<file path="src/hw/rtl/twd_pkg.sv">
`timescale 1ns / 1ps

package twd_pkg;

    // Operation codes carried in the action field
    localparam logic [1:0] ACT_INSERT = 2'd0;
    localparam logic [1:0] ACT_SEARCH = 2'd1;
    localparam logic [1:0] ACT_PREFIX = 2'd2;
    localparam logic [1:0] ACT_SPARE  = 2'd3;

    // Controller states, one-hot
    typedef enum logic [3:0] {
        S_CLEAR  = 4'b0001,
        S_IDLE   = 4'b0010,
        S_LOOK   = 4'b0100,
        S_FINISH = 4'b1000
    } state_t;

    // Commands from controller to datapath
    typedef struct packed {
        logic clear_step;
        logic load;
        logic walk;
        logic finish;
    } cmd_t;

    // Status from datapath to controller
    typedef struct packed {
        logic clear_done;
        logic item_last;
        logic out_free;
    } sts_t;

endpackage

</file>
<file path="src/hw/rtl/twd_ctrl.sv">
`timescale 1ns / 1ps

module twd_ctrl (
    input  logic          clk,
    input  logic          rst_n,
    input  logic          in_valid,
    output logic          in_ready,
    input  twd_pkg::sts_t sts,
    output twd_pkg::cmd_t cmd
);

    twd_pkg::state_t state_reg;
    twd_pkg::state_t state_next;

    // Advance the state
    always_ff @(posedge clk or negedge rst_n)
    begin
        if (!rst_n)
        begin
            state_reg <= twd_pkg::S_CLEAR;
        end
        else
        begin
            state_reg <= state_next;
        end
    end

    // Decode next state and commands
    always_comb
    begin
        state_next     = state_reg;
        cmd            = '0;
        case (state_reg)
            twd_pkg::S_CLEAR:
            begin
                cmd.clear_step = 1'b1;
                if (sts.clear_done)
                begin
                    state_next = twd_pkg::S_IDLE;
                end
            end
            twd_pkg::S_IDLE:
            begin
                if (in_valid)
                begin
                    cmd.load   = 1'b1;
                    state_next = twd_pkg::S_LOOK;
                end
            end
            twd_pkg::S_LOOK:
            begin
                cmd.walk = 1'b1;
                if (sts.item_last)
                begin
                    state_next = twd_pkg::S_FINISH;
                end
                else
                begin
                    state_next = twd_pkg::S_IDLE;
                end
            end
            twd_pkg::S_FINISH:
            begin
                if (sts.out_free)
                begin
                    cmd.finish = 1'b1;
                    state_next = twd_pkg::S_IDLE;
                end
            end
            default:
            begin
                state_next = twd_pkg::S_CLEAR;
            end
        endcase
    end

    assign in_ready = (state_reg == twd_pkg::S_IDLE);

endmodule

</file>
<file path="config.mk">
export PLATFORM = sky130hd
export DESIGN_NAME = twd_ctrl
export DESIGN_NICKNAME = d
export VERILOG_FILES = /design/src/hw/rtl/twd_pkg.sv /design/src/hw/rtl/twd_ctrl.sv
export SDC_FILE = /design/constraint.sdc
export NUM_CORES = 1
export LEC_CHECK = 0
export BUFFER_PORTS_ARGS = -buffer_cell sky130_fd_sc_hd__buf_2
export CAP_MARGIN = 20
export CORE_AREA = 3 3 40 42
export DETAILED_ROUTE_END_ITERATION = 6
export DIE_AREA = 0 0 43 45
export PLACE_DENSITY = 0.55
export SYNTH_ARGS = -nofsm -noshare
export SYNTH_HDL_FRONTEND = slang
export SYNTH_SLANG_ARGS = --single-unit
</file>
<file path="constraint.sdc">
create_clock -name clk -period 2 [get_ports clk]
set_clock_uncertainty 0.05 [all_clocks]
set_input_delay 0 -clock clk [delete_from_list [all_inputs] [get_ports clk]]
set_output_delay 0 -clock clk [all_outputs]
set_load 0.05 [all_outputs]
</file>
==> results of run 1 <==
[what timing repair did]
action                     in CTS  in global routing
hold buffers                    2                  0
hold endpoints to repair        6                  0
setup endpoints to repair       0                  0
[final cells by class]
cell class / instances / area (um^2) / area share
inverters: 3 / 11.3 / 0.0276
multi-input cells: 22 / 180 / 0.442
flip-flops and latches: 4 / 101 / 0.248
clock buffers: 4 / 26.3 / 0.0644
well taps: 15 / 18.8 / 0.0460
repair buffers: 12 / 70.1 / 0.172
[worst paths after layout]
| check | to | cells after the start | slack [ns] | startpoint |
|---|---|---|---|---|
| hold reg to reg | state_reg[3]$_DFFE_PN0P_ | 1 | 0.55 | state_reg[1]$_DFFE_PN0P_ |
| setup / recovery | cmd[2] | 3 | 0.36 | state_reg[3]$_DFFE_PN0P_ |
| setup reg to reg | state_reg[1]$_DFFE_PN0P_ | 3 | 0.57 | state_reg[0]$_DFFE_PN1P_ |
| min in group clk | state_reg[0]$_DFFE_PN1P_ | 4 | 0.05 | sts[2] |
| hold / removal | state_reg[2]$_DFFE_PN0P_ | 2 | 0.05 | rst_n |
| max in group asynchronous | state_reg[0]$_DFFE_PN1P_ | 2 | 1.65 | rst_n |
[metal layers]
layer  part of all wire  wire length [um]  GRT usage
met1               0.49               327     0.0874
met3              0.054                36     0.0199
met2               0.45               304      0.111
met5                  0                 0          0
met4                  0                 0     0.0542
[critical path: cells and delay by family (launching register included)]
kind	cells	cell delay (ns)
AND/OR/NAND/NOR	2	0.58
flip-flops	1	0.51
buffers and inverters	1	0.25
[power by group]
group	leakage, nW	switching, mW	internal (mW)
Combinational	0.111	0.135	0.0877
Clock	0.0150	0.0365	0.0751
Sequential	0.0508	0.0585	0.111
Total	0.177	0.230	0.274
[cell usage in the layout (no fill, tap or decap)]
master and instances:
o311ai_0 1, nand2_1 1, o21ai_0 2, inv_1 2, dfstp_2 1, dlygate4sd3_1 2, buf_2 10, nor3b_1 1
clkbuf_1 1, nor4b_4 1, inv_2 1, and2_1 2, nor2b_1 1, nor3_1 2, nand4bb_1 1, a21oi_1 3
clkbuf_4 3, nor4b_2 2, xnor2_1 1, dfrtp_1 3, and3b_1 1, o22ai_1 1, or3b_1 2
[logic make-up after synthesis]
| family | count (synthesis) | share of synthesized area |
|---|---|---|
| AND/OR/NAND/NOR | 14 | 0.383 |
| buffers and inverters | 6 | 0.133 |
| flip-flops | 4 | 0.327 |
| XOR/XNOR | 1 | 0.0282 |
| AO/OA/AOI/OAI | 7 | 0.129 |
==> results by group, run 1 <==
Outcome
  – Status: completed

Run
  – Max-Cap Viols: 0

Route
  – DR WL/cell: approximately 11 um
  – Drt pass-1 iters: 4
  – Initial detailed-routing violation count: 5
  – # DRC: 0
  – Final wirelength: 669 um
  – Post-route ant nets: 0
  – Vias: about 270
  – Routed vias/inst: 4.43

Global routing
  – Vias in the first global route: 253
  – Initial antenna violation count: 0
  – Largest net degree at the start of global routing: 12
  – First-pass GRT wire length: between 1000 and 1500 um
  – Overflow after GRT: 0
  – All-layer global routing usage: 0.0726

Power and ir drop
  – Overall power: a little over 0.5 mW
  – Cell Pwr Density: approximately 1200 nW/um^2
  – Leakage: around 0.18 nW
  – Worst vdd ir: approximately 0.00033 V

Finish
  – Largest register FFs: 4
  – Final #Nets: 52
  – P&R area growth vs syn: 31.5%
  – Share of cells above drive strength 1: 0.400
  – Design area: 408 um^2
  – Final std cells w/o fill: 60
  – Core Util, Final: 0.317
  – Antenna cell count: 0
  – Filler cells: roughly 130

Clock tree
  – H-tree Lvls: 1
  – Post-cts resize count: 0
  – Clk_lat worst skew: ~0.24 ns
  – CTS buffer count: 3
  – Root Buffer: clkbuf_4
  – CTS max path bufs: 2
  – CTS tree: done
  – Clock net sink count: 4
  – Post-CTS setup repair buffer count: 0
  – Clk pin slew, worst setup/hold paths: approximately 0.04 ns

Synthesis
  – Sequential-to-total area share from yosys stat: 0.327
  – Synth top area share: 0.242
  – Largest cells by area after synthesis: dfrtp_1 24%, dfstp_2 8.5%, nor4b_4 7.7%
  – Post-synth ARST share: 1.00
  – Post-synthesis net count: 38
  – Most frequent cells after synthesis: 3 x a21oi_1, 3 x dfrtp_1
  – Syn Inst Count: 32
  – Unique cell type count in the Yosys netlist: 21
  – Ys Warns: 0
  – Predominant post-synthesis flop cell: dfrtp_1
  – Register bit total from synthesis: 4
  – Mean post-synth cell area: between 9 and 10 um^2
  – Post-synth EDFFs: 0
  – Post-synthesis cell area: ~310 um^2
  – Cell taking the most area after synthesis: dfrtp_1

STA
  – WHS: 0.0460 ns
  – Final critical-path required period: around 1.6 ns
  – RSZ-0062 raised after global routing: no
  – Final worst slack: between 0.3 and 0.4 ns
  – Worst-margin pin slew: 0.407 ns
  – Relative slew slack: 0.729
  – Slew Viols, Final: 0
  – Hold Vio Cnt, Final: 0
  – Fmax achieved: about 610 MHz
  – Setup Viol. Count Final: 0
  – Final Cycle Share: 0.819
  – Setup TNS: 0 ns

Placement
  – Pre-CTS setup slack: between 0.5 and 0.6 ns
  – Port buffer count: 10
  – Detailed placement HPWL: about 480 um
  – Dpl cell area: ~360 um^2
  – DP Cell Count: 54
  – GP Congestion: ~0.64

Worst hold path
  – HP Class: in2async

Die
  – Die Wd: roughly 43 um
  – Rows: 13
  – # IOs: 11
  – Die Ht: 45 um
  – Core footprint: 1280 um^2
  – Die ar.: 1940 um^2
  – Initial core utilization: 0.241

Critical path
  – Crit-path cells: nor4b_4 > and2_1 > buf_2
  – CP max stage delay: roughly 0.5 ns
  – Crit-path max FO: 11
  – CP Data Required Time: about 2 ns
  – Crit path DAT: between 1.5 and 2 ns
  – Critical Path End Type: output port
  – Critical Path Slowest Stage Cell: dfrtp_1
  – Crit Path Class: reg2out
  – CP Launch Type: flop
Power figures use the tool's default switching activity.
==> run 2: changes to the inputs <==
--- a/config.mk
+++ b/config.mk
@@ -10,7 +10,7 @@
 export CORE_AREA = 3 3 40 42
 export DETAILED_ROUTE_END_ITERATION = 6
 export DIE_AREA = 0 0 43 45
-export PLACE_DENSITY = 0.55
+export PLACE_DENSITY = 0.57
 export SYNTH_ARGS = -nofsm -noshare
 export SYNTH_HDL_FRONTEND = slang
 export SYNTH_SLANG_ARGS = --single-unit
==> constraint.sdc (replaced) <==
create_clock -name clk -period 1.5 [get_ports clk]
set_clock_uncertainty 0.05 [all_clocks]
set_input_delay 0 -clock clk [delete_from_list [all_inputs] [get_ports clk]]
set_output_delay 0 -clock clk [all_outputs]
set_load 0.05 [all_outputs]
==> results by group, run 2 (synthesis gave the netlist of run 1 again) <==
Global routing
  – First-pass GRT wire length: 1180 um
  – Grt met2 use: 0.135
  – Overflow after GRT: 0
  – All-layer global routing usage: 0.0810
  – GR Util met1: 0.105
  – Most used routing layer: met2
  – Largest net degree at the start of global routing: 11
  – GR Layer Usage met3: 0.0239
  – Initial antenna violation count: 0
  – Vias in the first global route: between 200 and 300

Clock tree
  – Clk pin slew, worst setup/hold paths: about 0.040 ns
  – Clk_lat worst skew: around 0.23 ns
  – H-tree Lvls: 1
  – Root Buffer: clkbuf_4
  – CTS max path bufs: 2
  – CTS tree: done
  – Clock net sink count: 4
  – CTS buffer count: 3
  – Post-CTS setup repair buffer count: 0

Finish
  – Antenna cell count: 0
  – P&R area growth vs syn: 48.8%
  – Final std cells w/o fill: 64
  – Core Util, Final: 0.359
  – Final #Nets: 56
  – Most common cell after layout, fill and taps aside: buf_2
  – Share of cells above drive strength 1: 0.551
  – Largest register FFs: 4
  – Design area: 462 um^2
  – Commonest cells after routing, fill and taps aside: 7 x buf_2, 5 x buf_4, 4 x clkbuf_4

Die
  – Rows: 13
  – Initial core utilization: 0.241
  – Core footprint: about 1300 um^2
  – # IOs: 11
  – Die Wd: 43 um
  – Die Ht: ~45 um
  – Die ar.: slightly below 2000 um^2

STA
  – Slew Viols, Final: 0
  – Final worst slack: 0.0574 ns
  – Setup Viol. Count Final: 0
  – Setup TNS: 0 ns
  – Fmax achieved: approximately 690 MHz
  – Worst-margin pin slew: 0.300 ns
  – WHS: 0.0535 ns
  – Final critical-path required period: between 1 and 1.5 ns
  – Hold Vio Cnt, Final: 0
  – Final Cycle Share: 0.962
  – RSZ-0062 raised after global routing: no
  – Relative slew slack: 0.798

Route
  – DR WL/cell: about 12 um
  – Post-route ant nets: 0
  – Drt pass-1 iters: 4
  – # DRC: 0
  – Vias: 288
  – Routed vias/inst: approximately 4.5
  – Initial detailed-routing violation count: 5
  – Final wirelength: between 700 and 800 um

Critical path
  – CP max stage delay: 0.36 ns
  – CP Data Required Time: between 1 and 1.5 ns
  – Crit-path cells: buf_4 > nor4b_4 > and2_4 > buf_6
  – CP bufs+invs: 2
  – Critical Path Slowest Stage Cell: dfstp_2
  – Worst r2r dst: state_reg[1]$_DFFE_PN0P_
  – Cells on worst reg2reg path: 4
  – CP Launch Type: flop
  – Critical Path End Type: output port
  – WP depth: 4
  – Crit Path Class: reg2out
  – Reg2reg start: state_reg[0]$_DFFE_PN1P_
  – CP top delay family: simple AND/OR/NAND/NOR gates
  – Crit path DAT: approximately 1.4 ns
  – R2r setup slk: about 0.2 ns
  – Crit-path max FO: 10

Power and ir drop
  – Share of total power in sequential cells: 0.235
  – Clock power share: 0.197
  – NetSw: roughly 0.32 mW
  – Overall power: approximately 0.75 mW
  – Leakage: 0.197 nW
  – Switching Share: 0.433
  – Worst vdd ir: just under 0.0005 V
  – Internal power: about 0.42 mW
  – Combinational Power Share: 0.568
  – Cell Pwr Density: 1620 nW/um^2

Placement
  – Pre-CTS setup slack: approximately 0.19 ns
  – DP Cell Count: 58
  – GP Congestion: 0.640
  – Port buffer count: 10
  – Detailed placement HPWL: between 500 and 600 um
  – Dpl cell area: about 400 um^2

Worst hold path
  – HP Class: in2async

Outcome
  – Status: completed

Run
  – Max-Cap Viols: 0
[run 2: area by class of cell]
class / count / area [um^2]
Fill cell: 134 / 823
Timing Repair Buffer: 16 / 111
Sequential cell: 4 / 104
Inverter: 3 / 11.3
Multi-Input combinational cell: 22 / 190
Tap cell: 15 / 18.8
Clock buffer: 4 / 26.3
[run 2: power groups by stage]
stage | combinational, mW | clock [mW] | sequential [mW]
after floorplan | 0.314 | 0 | 0.177
after global placement | 0.401 | 0 | 0.174
after detailed placement | 0.403 | 0 | 0.176
after CTS | 0.422 | 0.149 | 0.174
after global routing | 0.450 | 0.160 | 0.180
final | 0.425 | 0.147 | 0.176
[run 2: repair_timing]
item                                    in CTS  in global routing
endpoints found under the setup margin       2                  2
gates resized for setup                      2                  5
endpoints found under the hold margin        6                  0
hold buffers                                 2                  0
[run 2: how the worst max path moves through the flow]
stage / start / endpoint / slack [ns]
2_1_floorplan: state_reg[3]$_DFFE_PN0P_ / cmd[2] / -0.18
3_3_place_gp: state_reg[0]$_DFFE_PN1P_ / state_reg[1]$_DFFE_PN0P_ / 0.18
4_1_cts: state_reg[2]$_DFFE_PN0P_ / cmd[0] / 0.02
3_5_place_dp: state_reg[2]$_DFFE_PN0P_ / state_reg[1]$_DFFE_PN0P_ / 0.19
6_report: state_reg[0]$_DFFE_PN1P_ / cmd[2] / 0.06
5_1_grt: state_reg[0]$_DFFE_PN1P_ / cmd[2] / 0.01
[run 2: worst register-to-register path, cell delays in order, from the launching register on]
cell	delay (ns)
dfstp_2	0.36
buf_4	0.16
or3b_1	0.38
a21oi_1	0.13
o22ai_1	0.09
[run 2: routing by layer]
metal  up-vias  part of all wire
met5         -                 0
met4         0                 0
met3         0             0.036
met2         6              0.50
met1       131              0.46
li1        151                 -
==> run 3: changes to the inputs <==
--- a/config.mk
+++ b/config.mk
@@ -11,6 +11,7 @@
 export DETAILED_ROUTE_END_ITERATION = 6
 export DIE_AREA = 0 0 43 45
 export PLACE_DENSITY = 0.57
+export RECOVER_POWER = 25
 export SYNTH_ARGS = -nofsm -noshare
 export SYNTH_HDL_FRONTEND = slang
 export SYNTH_SLANG_ARGS = --single-unit
==> results by group, run 3 (synthesis gave the netlist of run 1 again) <==
STA
  – Setup Viol. Count Final: 0
  – Relative slew slack: 0.798
  – Slew Viols, Final: 0
  – WHS: ~0.067 ns
  – Setup TNS: 0 ns
  – Final critical-path required period: about 1.4 ns
  – Fmax achieved: about 700 MHz
  – RSZ-0062 raised after global routing: no
  – Hold Vio Cnt, Final: 0
  – Worst-margin pin slew: 0.300 ns
  – Final worst slack: approximately 0.057 ns
  – Final Cycle Share: 0.962

Placement
  – GP Congestion: 0.640
  – Detailed placement HPWL: 556 um
  – Dpl cell area: roughly 400 um^2
  – Port buffer count: 10
  – Pre-CTS setup slack: a little under 0.2 ns

Global routing
  – Largest net degree at the start of global routing: 11
  – Initial antenna violation count: 0
  – First-pass GRT wire length: roughly 1200 um
  – Overflow after GRT: 0
  – Vias in the first global route: between 200 and 300
  – All-layer global routing usage: 0.0810

Power and ir drop
  – NetSw: around 0.32 mW
  – Combinational Power Share: 0.568
  – Switching Share: 0.433
  – Leakage: 0.195 nW
  – Clock power share: 0.197
  – Internal power: around 0.42 mW
  – Worst vdd ir: 0.000494 V
  – Cell Pwr Density: about 1600 nW/um^2
  – Share of total power in sequential cells: 0.235

Route
  – Initial detailed-routing violation count: 5
  – Routed vias/inst: ~4.5
  – # DRC: 0
  – Post-route ant nets: 0
  – DR WL/cell: between 10 and 15 um
  – Final wirelength: 747 um
  – Drt pass-1 iters: 4
  – Vias: 288

Critical path
  – Crit Path Class: reg2out
  – CP max stage delay: 0.36 ns
  – Critical Path Slowest Stage Cell: dfstp_2
  – CP Launch Type: flop
  – Crit-path max FO: 10
  – CP Data Required Time: 1.45 ns
  – CP top delay family: simple AND/OR/NAND/NOR gates
  – CP bufs+invs: 2
  – Cells on worst reg2reg path: 4
  – Crit path DAT: 1.39 ns
  – Crit-path cells: buf_4 > nor4b_4 > and2_4 > buf_6
  – WP depth: 4
  – Critical Path End Type: output port
  – R2r setup slk: 0.20 ns

Die
  – Die ar.: 1940 um^2
  – Rows: 13
  – # IOs: 11
  – Initial core utilization: 0.241
  – Die Wd: 43 um
  – Core footprint: 1280 um^2
  – Die Ht: between 40 and 50 um

Finish
  – Design area: between 400 and 500 um^2
  – Largest register FFs: 4
  – Share of cells above drive strength 1: 0.531
  – Commonest cells after routing, fill and taps aside: 6 x buf_2, 5 x buf_4, 4 x clkbuf_4
  – P&R area growth vs syn: 48.4%
  – Core Util, Final: 0.358
  – Antenna cell count: 0
  – Most common cell after layout, fill and taps aside: buf_2
  – Filler cells: between 100 and 150
  – Final #Nets: 56

Clock tree
  – CTS max path bufs: 2
  – Clock net sink count: 4
  – Clk pin slew, worst setup/hold paths: ~0.040 ns
  – H-tree Lvls: 1
  – Clk_lat worst skew: ~0.23 ns
  – Post-CTS setup repair buffer count: 0
  – CTS buffer count: 3
  – Root Buffer: clkbuf_4
  – CTS tree: done

Run
  – Max-Cap Viols: 0

Worst hold path
  – HP Class: in2reg
  – Hold Path Depth: 4

Outcome
  – Status: completed
-- run 3: path summary, 6_finish.rpt --
kind | from | end
hold reg to reg | state_reg[1]$_DFFE_PN0P_ | state_reg[3]$_DFFE_PN0P_
setup / recovery | state_reg[0]$_DFFE_PN1P_ | cmd[2]
max in group asynchronous | rst_n | state_reg[0]$_DFFE_PN1P_
hold / removal | sts[0] | state_reg[3]$_DFFE_PN0P_
min in group asynchronous | rst_n | state_reg[1]$_DFFE_PN0P_
setup reg to reg | state_reg[0]$_DFFE_PN1P_ | state_reg[1]$_DFFE_PN0P_
-- run 3: final cells by class --
type	count	area, um^2	share of cell area
clock buffer	4	26.3	0.0571
inverter	3	11.3	0.0245
multi-input combinational	22	190	0.413
sequential	4	104	0.226
tap	15	18.8	0.0408
timing repair buffer	16	110	0.239
-- run 3: repair_timing --
item	in CTS	in global routing
setup endpoints to repair	2	2
hold endpoints to repair	6	0
pin swaps	0	0
resized for setup	2	5
cloned	0	0
hold buffers	2	0
-- run 3: per-layer routing --
metal | routed length, um | share of wire | up-vias | track usage
met4 | 0 | 0 | 0 | 0.0181
met1 | 344 | 0.46 | 131 | 0.105
met3 | 27 | 0.036 | 0 | 0.0239
met5 | 0 | 0 | - | 0
met2 | 375 | 0.50 | 6 | 0.135
li1 | - | - | 151 | -
-- run 3: power by group through the flow --
stage | clock network (mW) | registers (mW) | logic [mW]
after floorplan | 0 | 0.177 | 0.314
after global placement | 0 | 0.174 | 0.401
after detailed placement | 0 | 0.176 | 0.403
after CTS | 0.149 | 0.174 | 0.422
after global routing | 0.160 | 0.180 | 0.449
final | 0.147 | 0.176 | 0.425
-- run 3: metrics by stage --
step | std cells | power, mW
after floorplan | 32 | 0.491
after global placement | 58 | 0.574
after detailed placement | 58 | 0.579
after CTS | 64 | 0.745
after global routing | 64 | 0.790
final | 64 | 0.748
-- run 3: tightest hold or removal path: stages --
cell and delay [ns]:
buf_2 0.10, inv_1 0.04, a21oi_1 0.12, nor3_1 0.05
